<file path="config.mk">
export PLATFORM = sky130hd
export DESIGN_NAME = zigzag_diagonal_reorder
export DESIGN_NICKNAME = d
export VERILOG_FILES = /design/src/sv/zzdr_pkg.sv /design/src/sv/zzdr_ram.sv /design/src/sv/zzdr_ctrl.sv /design/src/sv/zzdr_dp.sv /design/src/sv/zigzag_diagonal_reorder.sv
export SDC_FILE = /design/constraint.sdc
export NUM_CORES = 2
export LEC_CHECK = 0
export BUFFER_PORTS_ARGS = -buffer_cell sky130_fd_sc_hd__buf_2
export CELL_PAD_IN_SITES_DETAIL_PLACEMENT = 0
export CELL_PAD_IN_SITES_GLOBAL_PLACEMENT = 1
export CORE_MARGIN = 4
export CORE_UTILIZATION = 55
export CTS_BUF_LIST = sky130_fd_sc_hd__clkbuf_8
export CTS_CLUSTER_SIZE = 24
export DETAILED_ROUTE_END_ITERATION = 10
export PLACE_DENSITY = 0.84
export SYNTH_ARGS = -nofsm -noshare
export SYNTH_HDL_FRONTEND = slang
export SYNTH_SLANG_ARGS = --single-unit
</file>
<file path="constraint.sdc">
create_clock -name clk_i -period 7 [get_ports clk_i]
set_clock_uncertainty 0.15 [all_clocks]
set_input_delay 2.1 -clock clk_i [delete_from_list [all_inputs] [get_ports clk_i]]
set_output_delay 2.1 -clock clk_i [all_outputs]
set_load 0.005 [all_outputs]
</file>
<file path="src/sv/zzdr_pkg.sv">
// ----------------------------------------------------------------------------
// zzdr_pkg
// Shared types and constants for the zigzag diagonal reorder buffer.
// ----------------------------------------------------------------------------
package zzdr_pkg;

  // fixed field widths
  localparam int unsigned VALUE_W   = 32;
  localparam int unsigned POS_W     = 3;
  localparam int unsigned CFG_W     = 4;
  localparam int unsigned CFG_IDX_W = 1;

  // parameter defaults
  localparam int unsigned MAX_ROWS_DEF   = 8;
  localparam int unsigned MAX_COLS_DEF   = 8;
  localparam int unsigned DATA_WIDTH_DEF = 32;

  // register indexes
  localparam logic [CFG_IDX_W-1:0] REG_NUM_ROWS = 1'd0;
  localparam logic [CFG_IDX_W-1:0] REG_NUM_COLS = 1'd1;

  localparam logic [CFG_W-1:0] NUM_ROWS_RST = 4'd8;
  localparam logic [CFG_W-1:0] NUM_COLS_RST = 4'd8;

  // controller to datapath
  typedef struct packed {
    logic load_wr;     // store the accepted word
    logic walk_start;  // rewind the walk to the top-left corner
    logic walk_rd;     // read the current walk position and step
    logic out_load;    // move read data into the output register
  } zzdr_cmd_t;

  // datapath to controller
  typedef struct packed {
    logic load_done;   // the word being stored completes the matrix
    logic rd_last;     // the pending read is the bottom-right element
    logic out_free;    // output register can take a new word
  } zzdr_status_t;

endpackage

</file>
<file path="src/sv/zzdr_ram.sv">
// ----------------------------------------------------------------------------
// zzdr_ram
// Generic single-write, single-read RAM with registered read data.
// ----------------------------------------------------------------------------
module zzdr_ram #(
  parameter int unsigned WIDTH = 32,
  parameter int unsigned DEPTH = 64,
  localparam int unsigned AW = (DEPTH > 1) ? $clog2(DEPTH) : 1
) (
  input  logic             clk_i,
  input  logic             we_i,
  input  logic [AW-1:0]    waddr_i,
  input  logic [WIDTH-1:0] wdata_i,
  input  logic             re_i,
  input  logic [AW-1:0]    raddr_i,
  output logic [WIDTH-1:0] rdata_o
);

  logic [WIDTH-1:0] mem_q [DEPTH];
  logic [WIDTH-1:0] rdata_q;

  always_ff @(posedge clk_i) begin
    if (we_i) begin
      mem_q[waddr_i] <= wdata_i;
    end
    if (re_i) begin
      rdata_q <= mem_q[raddr_i];
    end
  end

  assign rdata_o = rdata_q;

endmodule

</file>
<file path="src/sv/zzdr_ctrl.sv">
// ----------------------------------------------------------------------------
// zzdr_ctrl
// Sequencer: loads words until the matrix is full, then steps the zigzag walk
// one read and one output load at a time.
// ----------------------------------------------------------------------------
module zzdr_ctrl
  import zzdr_pkg::*;
(
  input  logic         clk_i,
  input  logic         rst_ni,
  input  logic         elem_valid_i,
  output logic         elem_ready_o,
  input  zzdr_status_t status_i,
  output zzdr_cmd_t    cmd_o
);

  typedef enum logic [1:0] {
    ST_LOAD,
    ST_READ,
    ST_FILL
  } state_e;

  state_e state_q, state_d;

  always_comb begin
    state_d = state_q;
    cmd_o   = '0;
    unique case (state_q)
      ST_LOAD: begin
        if (elem_valid_i) begin
          cmd_o.load_wr = 1'b1;
          if (status_i.load_done) begin
            cmd_o.walk_start = 1'b1;
            state_d          = ST_READ;
          end
        end
      end
      ST_READ: begin
        cmd_o.walk_rd = 1'b1;
        state_d       = ST_FILL;
      end
      ST_FILL: begin
        if (status_i.out_free) begin
          cmd_o.out_load = 1'b1;
          state_d        = status_i.rd_last ? ST_LOAD : ST_READ;
        end
      end
      default: begin
        state_d = ST_LOAD;
      end
    endcase
  end

  always_ff @(posedge clk_i or negedge rst_ni) begin
    if (!rst_ni) begin
      state_q <= ST_LOAD;
    end else begin
      state_q <= state_d;
    end
  end

  assign elem_ready_o = (state_q == ST_LOAD);

endmodule

</file>
<file path="src/sv/zzdr_dp.sv">
// ----------------------------------------------------------------------------
// zzdr_dp
// Datapath: size registers, load counter, zigzag walk position, matrix RAM
// and the output register.
// ----------------------------------------------------------------------------
module zzdr_dp
  import zzdr_pkg::*;
#(
  parameter int unsigned MAX_ROWS   = MAX_ROWS_DEF,
  parameter int unsigned MAX_COLS   = MAX_COLS_DEF,
  parameter int unsigned DATA_WIDTH = DATA_WIDTH_DEF
) (
  input  logic                 clk_i,
  input  logic                 rst_ni,
  input  logic                 cfg_we_i,
  input  logic [CFG_IDX_W-1:0] cfg_index_i,
  input  logic [CFG_W-1:0]     cfg_wdata_i,
  input  logic [VALUE_W-1:0]   elem_value_i,
  input  zzdr_cmd_t            cmd_i,
  output zzdr_status_t         status_o,
  output logic                 out_valid_o,
  input  logic                 out_ready_i,
  output logic [VALUE_W-1:0]   out_value_o,
  output logic [POS_W-1:0]     out_row_o,
  output logic [POS_W-1:0]     out_col_o,
  output logic                 out_last_o
);

  localparam int unsigned DEPTH   = MAX_ROWS * MAX_COLS;
  localparam int unsigned AW      = (DEPTH > 1) ? $clog2(DEPTH) : 1;
  localparam int unsigned CNT_W   = $clog2(DEPTH + 1);
  localparam int unsigned ROW_W   = (MAX_ROWS > 1) ? $clog2(MAX_ROWS) : 1;
  localparam int unsigned COL_W   = (MAX_COLS > 1) ? $clog2(MAX_COLS) : 1;
  localparam int unsigned STORE_W = (DATA_WIDTH < VALUE_W) ? DATA_WIDTH : VALUE_W;

  logic [CFG_W-1:0]   num_rows_q, num_cols_q;
  logic [CFG_W-1:0]   rows_eff, cols_eff;
  logic [ROW_W-1:0]   row_last;
  logic [COL_W-1:0]   col_last;
  logic [CNT_W-1:0]   total;
  logic [CNT_W-1:0]   load_cnt_q, load_cnt_d;
  logic [ROW_W-1:0]   walk_row_q, walk_row_d;
  logic [COL_W-1:0]   walk_col_q, walk_col_d;
  logic               walk_up_q, walk_up_d;
  logic [CNT_W-1:0]   walk_addr;
  logic [ROW_W-1:0]   rd_row_q;
  logic [COL_W-1:0]   rd_col_q;
  logic               rd_last_q;
  logic [STORE_W-1:0] rd_data;
  logic               out_valid_q;
  logic [VALUE_W-1:0] out_value_q;
  logic [POS_W-1:0]   out_row_q, out_col_q;
  logic               out_last_q;

  // sizes of zero count as one, oversized ones as the maximum
  always_comb begin
    if (num_rows_q == '0) begin
      rows_eff = CFG_W'(1);
    end else if (num_rows_q > CFG_W'(MAX_ROWS)) begin
      rows_eff = CFG_W'(MAX_ROWS);
    end else begin
      rows_eff = num_rows_q;
    end
    if (num_cols_q == '0) begin
      cols_eff = CFG_W'(1);
    end else if (num_cols_q > CFG_W'(MAX_COLS)) begin
      cols_eff = CFG_W'(MAX_COLS);
    end else begin
      cols_eff = num_cols_q;
    end
  end

  assign row_last  = ROW_W'(rows_eff - CFG_W'(1));
  assign col_last  = COL_W'(cols_eff - CFG_W'(1));
  assign total     = CNT_W'(CNT_W'(rows_eff) * CNT_W'(cols_eff));
  assign walk_addr = CNT_W'(CNT_W'(walk_row_q) * CNT_W'(cols_eff) + CNT_W'(walk_col_q));

  always_ff @(posedge clk_i or negedge rst_ni) begin
    if (!rst_ni) begin
      num_rows_q <= NUM_ROWS_RST;
      num_cols_q <= NUM_COLS_RST;
    end else if (cfg_we_i) begin
      unique case (cfg_index_i)
        REG_NUM_ROWS: num_rows_q <= cfg_wdata_i;
        REG_NUM_COLS: num_cols_q <= cfg_wdata_i;
        default: begin
        end
      endcase
    end
  end

  // load counter, cleared by any size write and by the word that fills the matrix
  always_comb begin
    load_cnt_d = load_cnt_q;
    if (cfg_we_i) begin
      load_cnt_d = '0;
    end else if (cmd_i.load_wr) begin
      load_cnt_d = status_o.load_done ? '0 : CNT_W'(load_cnt_q + CNT_W'(1));
    end
  end

  // zigzag step
  always_comb begin
    walk_row_d = walk_row_q;
    walk_col_d = walk_col_q;
    walk_up_d  = walk_up_q;
    if (cmd_i.walk_start) begin
      walk_row_d = '0;
      walk_col_d = '0;
      walk_up_d  = 1'b1;
    end else if (cmd_i.walk_rd) begin
      if (walk_up_q) begin
        if (walk_row_q == '0 || walk_col_q == col_last) begin
          if (walk_col_q == col_last) begin
            walk_row_d = ROW_W'(walk_row_q + ROW_W'(1));
          end else begin
            walk_col_d = COL_W'(walk_col_q + COL_W'(1));
          end
          walk_up_d = 1'b0;
        end else begin
          walk_row_d = ROW_W'(walk_row_q - ROW_W'(1));
          walk_col_d = COL_W'(walk_col_q + COL_W'(1));
        end
      end else begin
        if (walk_col_q == '0 || walk_row_q == row_last) begin
          if (walk_row_q == row_last) begin
            walk_col_d = COL_W'(walk_col_q + COL_W'(1));
          end else begin
            walk_row_d = ROW_W'(walk_row_q + ROW_W'(1));
          end
          walk_up_d = 1'b1;
        end else begin
          walk_row_d = ROW_W'(walk_row_q + ROW_W'(1));
          walk_col_d = COL_W'(walk_col_q - COL_W'(1));
        end
      end
    end
  end

  always_ff @(posedge clk_i or negedge rst_ni) begin
    if (!rst_ni) begin
      load_cnt_q <= '0;
      walk_row_q <= '0;
      walk_col_q <= '0;
      walk_up_q  <= 1'b1;
    end else begin
      load_cnt_q <= load_cnt_d;
      walk_row_q <= walk_row_d;
      walk_col_q <= walk_col_d;
      walk_up_q  <= walk_up_d;
    end
  end

  // position of the read in flight
  always_ff @(posedge clk_i or negedge rst_ni) begin
    if (!rst_ni) begin
      rd_last_q <= 1'b0;
    end else if (cmd_i.walk_rd) begin
      rd_last_q <= (walk_row_q == row_last) && (walk_col_q == col_last);
    end
  end

  always_ff @(posedge clk_i) begin
    if (cmd_i.walk_rd) begin
      rd_row_q <= walk_row_q;
      rd_col_q <= walk_col_q;
    end
  end

  zzdr_ram #(
    .WIDTH (STORE_W),
    .DEPTH (DEPTH)
  ) u_matrix_ram (
    .clk_i   (clk_i),
    .we_i    (cmd_i.load_wr),
    .waddr_i (load_cnt_q[AW-1:0]),
    .wdata_i (STORE_W'(elem_value_i)),
    .re_i    (cmd_i.walk_rd),
    .raddr_i (walk_addr[AW-1:0]),
    .rdata_o (rd_data)
  );

  // output register
  always_ff @(posedge clk_i or negedge rst_ni) begin
    if (!rst_ni) begin
      out_valid_q <= 1'b0;
    end else if (cmd_i.out_load) begin
      out_valid_q <= 1'b1;
    end else if (out_ready_i) begin
      out_valid_q <= 1'b0;
    end
  end

  always_ff @(posedge clk_i) begin
    if (cmd_i.out_load) begin
      out_value_q <= VALUE_W'(rd_data);
      out_row_q   <= POS_W'(rd_row_q);
      out_col_q   <= POS_W'(rd_col_q);
      out_last_q  <= rd_last_q;
    end
  end

  assign status_o.load_done = (CNT_W'(load_cnt_q + CNT_W'(1)) == total);
  assign status_o.rd_last   = rd_last_q;
  assign status_o.out_free  = !out_valid_q || out_ready_i;

  assign out_valid_o = out_valid_q;
  assign out_value_o = out_value_q;
  assign out_row_o   = out_row_q;
  assign out_col_o   = out_col_q;
  assign out_last_o  = out_last_q;

endmodule

</file>
<file path="src/sv/zigzag_diagonal_reorder.sv">
// ----------------------------------------------------------------------------
// zigzag_diagonal_reorder
// Reorder buffer: row-major matrix in, zigzag diagonal order out.
// ----------------------------------------------------------------------------
// Words arrive in row-major order and are written into a matrix RAM at one per
// cycle. The word that completes the num_rows by num_cols matrix starts a walk
// that emits every element in zigzag order with its row, its column and a last
// flag on the bottom-right element. Each emitted element takes one RAM read
// and then one load of the output register, as the matrix RAM has a single
// registered read port; the load waits while the output register is full.
// No input word is taken during the walk; the next load may start while the
// last element still waits in the output register. Sizes of zero act as one
// and sizes above the maximum act as the maximum; any size write restarts
// loading at the top-left element.
module zigzag_diagonal_reorder
  import zzdr_pkg::*;
#(
  parameter int unsigned MAX_ROWS   = MAX_ROWS_DEF,
  parameter int unsigned MAX_COLS   = MAX_COLS_DEF,
  parameter int unsigned DATA_WIDTH = DATA_WIDTH_DEF
) (
  input  logic                      clk_i,
  input  logic                      rst_ni,
  input  logic                      cfg_we_i,
  input  logic [CFG_IDX_W-1:0]      cfg_index_i,
  input  logic [CFG_W-1:0]          cfg_wdata_i,
  input  logic                      elem_valid_i,
  output logic                      elem_ready_o,
  input  logic signed [VALUE_W-1:0] elem_value_i,
  output logic                      out_valid_o,
  input  logic                      out_ready_i,
  output logic signed [VALUE_W-1:0] out_value_o,
  output logic [POS_W-1:0]          out_row_o,
  output logic [POS_W-1:0]          out_col_o,
  output logic                      out_last_o
);

  zzdr_cmd_t    cmd;
  zzdr_status_t status;

  zzdr_ctrl u_ctrl (
    .clk_i        (clk_i),
    .rst_ni       (rst_ni),
    .elem_valid_i (elem_valid_i),
    .elem_ready_o (elem_ready_o),
    .status_i     (status),
    .cmd_o        (cmd)
  );

  zzdr_dp #(
    .MAX_ROWS   (MAX_ROWS),
    .MAX_COLS   (MAX_COLS),
    .DATA_WIDTH (DATA_WIDTH)
  ) u_dp (
    .clk_i        (clk_i),
    .rst_ni       (rst_ni),
    .cfg_we_i     (cfg_we_i),
    .cfg_index_i  (cfg_index_i),
    .cfg_wdata_i  (cfg_wdata_i),
    .elem_value_i (elem_value_i),
    .cmd_i        (cmd),
    .status_o     (status),
    .out_valid_o  (out_valid_o),
    .out_ready_i  (out_ready_i),
    .out_value_o  (out_value_o),
    .out_row_o    (out_row_o),
    .out_col_o    (out_col_o),
    .out_last_o   (out_last_o)
  );

endmodule
</file>
[Word-level counts from Yosys, hierarchy flattened]
Memories as Yosys holds them, arrays and structs flattened. A register that Yosys moved wholly into a read port is not among the register bits.
Index checks and enable logic that the tools add are counted.
Cells by class
  div/mod/pow operators: 0
  multiplexer cells: 41
  eq/ne operators: 12
  $mul: 2
  shift-type cells: 0
  add/sub/neg operators: 8
  bitwise operators: 1
  magnitude comparators: 2
  reduce and logical (&&, ||, !) cells: 18
Operators with widths (number)
  2-to-1 mux 3 bit: 14
  2-to-1 mux 7 bit: 3
  2-to-1 mux 4 bit: 4
  2-to-1 mux 1 bit: 14
  subtractor 3 x 1 -> 3 bit (second input constant): 4
  2-to-1 mux 2 bit: 5
  AND reduction 3 bit: 3
  greater-than comparator 4 bit (second input constant): 2
  zero test 4 bit: 2
  inequality test 4 bit (second input constant): 2
  adder 7 x 1 -> 7 bit (second input constant): 1
  == test 7 bit: 1
  multiplier 4 x 4 -> 7 bit: 1
  adder 3 x 1 -> 3 bit (second input constant): 2
  adder 6 x 3 -> 6 bit: 1
  == test 3 bit: 2
  zero test 3 bit: 2
  multiplier 3 x 4 -> 6 bit: 1
  case mux 2 bit (3 select lines): 1
  nonzero test 2 bit: 3
  inequality test 2 bit (second input constant): 2
  inequality test 4 x 2 -> 1 bit (second input constant): 1
  inequality test 4 x 3 -> 1 bit (second input constant): 1
  AND reduction 2 bit: 2
  8 further kinds: 10
Storage, ports and cells
  logic and storage cells: 100
  memories kept: 1
  input port bits: 42
  bits in latches: 0
  output and inout bits: 41
  RAM bits: 2048
  register bits: 71
  ROM bits: 0
Memory list
  u_dp.u_matrix_ram.mem_q: words 64, bits a word 32, rd ports 1, clocked after Yosys merged registers in 1, write ports 1, RTL line zzdr_ram.sv:19  | logic [WIDTH-1:0] mem_q [DEPTH];

[Logic depth before layout (Yosys ltp)]
  depth in word-level cells: 10
  gate-level depth with buffers: 18
  mapped depth without buffers: 15

[By module]
Synthesis repeated with hierarchy kept, for this count alone.
Unflattened totals
  cell total of the unflattened synthesis: 3632
  area total of the unflattened synthesis: 82626.7 µm²
By module, submodules not included
  zzdr_ram: sequential area each 62459.9 µm², cells each 3324, area each 78835.6 µm², instances 1
  zzdr_dp: sequential area each 1955.6 µm², cells each 296, area each 3667.3 µm², instances 1
  zzdr_ctrl: sequential area each 50.0 µm², cells each 12, area each 123.9 µm², instances 1

[Least setup slack after synthesis]
OpenSTA, ideal clock, no wires.
  path type: register to register
  start: reg u_dp.num_cols_q[3]
  end: reg u_dp.u_matrix_ram.rdata_q[27], in the netlist u_dp.u_matrix_ram.rdata_o[27], read port of u_dp.u_matrix_ram.mem_q (data pin)
  cell stages (with the launch flop): 16
  data required time: 6.570 ns
  setup slack: 2.267 ns
  arrival: 4.303 ns
  path buffers: 5
  clock period less this slack: 4.733 ns
  library setup time: 0.280 ns
  cells stage by stage: dfstp_2 -> buf_2 -> nand2b_1 -> clkbuf_2 -> nor2_1 -> fa_1 -> inv_1 -> fa_1 -> fa_1 -> buf_2 -> buf_1 -> clkbuf_1 -> mux4_2 -> mux4_2 -> nand3_1 -> o221ai_1
On the way
  longest elaborated chain between the ends: 5
  elaborated cells on any way between the ends: 6
  classes of those cells: add/sub: 1; mul: 1; order compare: 1; mux: 2; reduce/logical: 1
Ends and longest elaborated chain
  start: declaration: RTL line zzdr_dp.sv:36  | logic [CFG_W-1:0] num_rows_q, num_cols_q;
  start signal: assignment: RTL line zzdr_dp.sv:85  | REG_NUM_COLS: num_cols_q <= cfg_wdata_i;
  greater-than comparator 4 bit: RTL line zzdr_dp.sv:66  | end else if (num_cols_q > CFG_W'(MAX_COLS)) begin
  2-to-1 mux 4 bit: RTL line zzdr_dp.sv:66
  2-to-1 mux 4 bit (*): RTL line zzdr_dp.sv:64  | if (num_cols_q == '0) begin
  multiplier 3 x 4 -> 6 bit (*): RTL line zzdr_dp.sv:76  | assign walk_addr = CNT_W'(CNT_W'(walk_row_q) * CNT_W'(cols_eff) + CNT_W'(walk_col_q));
  adder 6 x 3 -> 6 bit (*): RTL line zzdr_dp.sv:76
  end: declaration: RTL line zzdr_ram.sv:20  | logic [WIDTH-1:0] rdata_q;
Every way passes the cells marked *; elsewhere a longest branch is shown, timed or not.
A chain may end at the register's enable or synchronous reset.

[Final worst setup path]
  start: reg u_dp.num_cols_q[3]
  end: reg u_dp.u_matrix_ram.rdata_q[18], in the netlist u_dp.u_matrix_ram.rdata_o[18], read port of u_dp.u_matrix_ram.mem_q (data pin)
The elaborated chain is that of the path after synthesis.

==> metrics.txt <==
run status=complete, no violations; crit path from=u_dp.num_cols_q[3]$_DFFE_PN1P_; largest area contributor in the netlist=edfxtp_1; period utilisation layout=0.809; worst-margin pin slew=1.31 ns; port bufs=82; Synth top area share=0.768; Syn Inst Count=3609; number of synthesized flops with an enable pin=2125; H-tree depth=5; Max IR drop VDD=just under 0.0008 V; R2R cell count=11; fin area=92800 sq um; Ports=83; post-cts sizing count=0; Yosys cell types=63; setup tns final=0 ns; antenna violations before repair=10; CP startpoint kind=flop; Async SR Flop Fraction=0.0121; Clock Tree Buf Depth=4; Util after Layout=0.619; DR pass1 iterations=5; crit-path max FO=80; Fmax=0.177 GHz; Hold Startpoint=u_dp.rd_col_q[0]$_DFFE_PP_; Final Hold Viols=0; setup slack, reg-to-reg=1.34 ns; DP Area=~87000 sq um; share of layout cells above drive strength 1=0.295; post-DR vias/cell=approximately 6.6; TritonCTS sink count=roughly 2200; Comb pwr share=0.487; Reg-to-Reg End=u_dp.u_matrix_ram.rdata_o[18]$_DFFE_PP_; routability cong.=0.792; die area=157000 sq um; Initial Util=0.554; dpl hpwl=around 120000 microns; register area share after synthesis=0.776; Fin Hold WS=~0.27 ns; number of buffers created by CTS=about 340; Main synth FF type=edfxtp_1; die height=397 microns; hold_buf cts=0; Post-Syn Area=83000 sq um; relative slew slack=0.122; Routed WL=about 210000 microns; Reg power frac=0.316; antenna viol nets, final=0; Core Region=approximately 150000 sq um; Post-Syn Nets=3688; Clock Latency Late Sink=1.03 ns; Final Setup Violations=0; Max Slew Vio Count=0; WL/cell=about 33 microns; internal power=29.9 mW; # Max-Cap Violations=0; Clock Power Share=0.197; register bit total from synthesis=2151; Reg2Reg Launch Point=u_dp.num_cols_q[3]$_DFFE_PN1P_; P&R area growth vs syn=11.7%; vias in the first global route=between 40000 and 50000; Root Driver=clkbuf_8; ranking of synthesized cells by area=edfxtp_1 77%, mux4_2 15%, mux2i_1 2.1%; Layout fillers=9803; Pwr per Cell Area=512 nW/um^2; Leak Pwr=29.9 nW; First DRT Iteration DRCs=5906; CP Capture Type=flop; CTS tree=built; Critical Path RT=7.56 ns; Site Rows=142; worst hold endpoint=u_dp.out_col_o[0]$_DFFE_PP_; Switching Power=17.7 mW; post-CTS setup buffers=0; first-pass GRT wire length=approximately 300000 microns; RSZ-0062 raised after global routing=false; largest net degree at the start of global routing=87; GR Util All Layers=0.264; nets=just over 4000; Worst Path Arrival=6.23 ns; Vias=slightly above 40000; Final min period=5.66 ns; grt ovf=0; syn_area_per_cell=23.0 sq um; DIE WIDTH=397 microns; Sw Share=0.372; Remaining DRCs=0; Hold Path Class=reg2reg; clock slew at reported path FFs=0.07 ns; Hold Crit Depth=0; Syn. warnings=0; CP Class=reg2reg
[synth_stat cells, types with 19 or more instances]
library cell	count
edfxtp_1	2125
mux4_2	540
mux2i_1	178
nor2_1	107
o22ai_1	78
buf_2	77
nand2_1	70
clkbuf_1	44
buf_4	40
ha_1	29
inv_1	28
a211oi_1	24
dfrtp_1	23
nor2b_1	23
or4_1	19
[logic make-up (layout without fill, tap and decap cells)]
| kind of cell | count (synthesis) | after routing | share of synthesized area |
|---|---|---|---|
| flops | 2151 | 2151 | 0.776 |
| mux | 732 | 732 | 0.170 |
| simple gates | 277 | 277 | 0.0162 |
| buf+inv | 202 | 813 | 0.0125 |
| compound gates | 178 | 178 | 0.0150 |
| fa+ha+maj | 37 | 37 | 0.00630 |
| xor+xnor | 32 | 32 | 0.00404 |
| other cells | 0 | 3 | 0 |
[cell usage in the layout (no fill, tap or decap), drive strengths merged, types with 25 or more instances in the layout]
| master | n |
|---|---|
| nor2 | 108 |
| edfxtp | 2125 |
| a211oi | 25 |
| inv | 142 |
| buf | 214 |
| nand2 | 70 |
| clkinv | 99 |
| mux4 | 540 |
| o22ai | 78 |
| clkbuf | 348 |
| mux2i | 178 |
| ha | 29 |
[final cells by class]
type	instances	area, sq um	area share
diodes	3	7.51	0.0000809
well taps	2016	2520	0.0272
clock buffers	348	4790	0.0516
clock inverters	222	1010	0.0109
flip-flops and latches	2151	64500	0.695
inverters	29	109	0.00117
multi-input cells	1256	18100	0.195
repair buffers	214	1780	0.0191
[worst max-delay path, stage by stage (launching register included)]
cell and delay [ns]:
dfstp_2 0.61, nand2b_1 0.31, nor2_1 0.11, fa_1 0.55, inv_1 0.05, fa_1 0.50
fa_4 1.17, buf_12 0.44, mux4_2 0.39, mux2i_1 0.27, o22ai_1 0.14, or4_1 0.57
[stage by stage]
stage          power (mW)  std cells  setup WS, ns
2_1_floorplan        31.4       3609          2.27
3_3_place_gp         38.0       5666          1.45
3_5_place_dp         38.3       5666          1.37
4_1_cts              47.6       6236          1.37
5_1_grt              49.4       6237          1.22
6_report             47.5       6239          1.34
[flip-flops by register name, indices dropped and copies added, names as in the netlist, 2 cells and up]
register	count
u_dp.rd_row_q	3
u_dp.u_matrix_ram.mem_q	2048
u_dp.load_cnt_q	7
u_dp.rd_col_q	3
u_dp.u_matrix_ram.rdata_o	32
u_dp.num_rows_q	4
u_ctrl.state_q	2
u_dp.out_row_o	3
u_dp.out_value_o	32
u_dp.walk_row_q	3
u_dp.out_col_o	3
u_dp.num_cols_q	4
u_dp.walk_col_q	3
[worst max path at each step]
| stage | to | slack (ns) | cells after the start |
|---|---|---|---|
| 6_report | u_dp.u_matrix_ram.rdata_o[18]$_DFFE_PP_ | 1.34 | 11 |
| 5_1_grt | u_dp.u_matrix_ram.rdata_o[28]$_DFFE_PP_ | 1.22 | 15 |
| 4_1_cts | u_dp.u_matrix_ram.rdata_o[18]$_DFFE_PP_ | 1.37 | 11 |
| 3_5_place_dp | u_dp.u_matrix_ram.rdata_o[7]$_DFFE_PP_ | 1.37 | 11 |
| 3_3_place_gp | u_dp.u_matrix_ram.rdata_o[8]$_DFFE_PP_ | 1.45 | 11 |
| 2_1_floorplan | u_dp.u_matrix_ram.rdata_o[27]$_DFFE_PP_ | 2.27 | 15 |
[power by group through the flow]
stage,logic (mW),registers [mW],clock network [mW]
CTS,23.1,15.0,9.47
floorplan,16.3,15.1,0
finish,23.1,15.0,9.36
global placement,22.7,15.3,0
detailed placement,23.0,15.3,0
global route,24.3,15.0,10.1
[layer usage]
metal,part of all wire,routed length [microns],up-vias,GRT usage
li1,-,-,16100,-
met1,0.37,75400,21500,0.375
met2,0.48,98200,2863,0.409
met3,0.12,25200,400,0.0675
met4,0.032,6650,2,0.0872
met5,0.000063,13,-,0.00123
(Power assumes the default switching activity.)
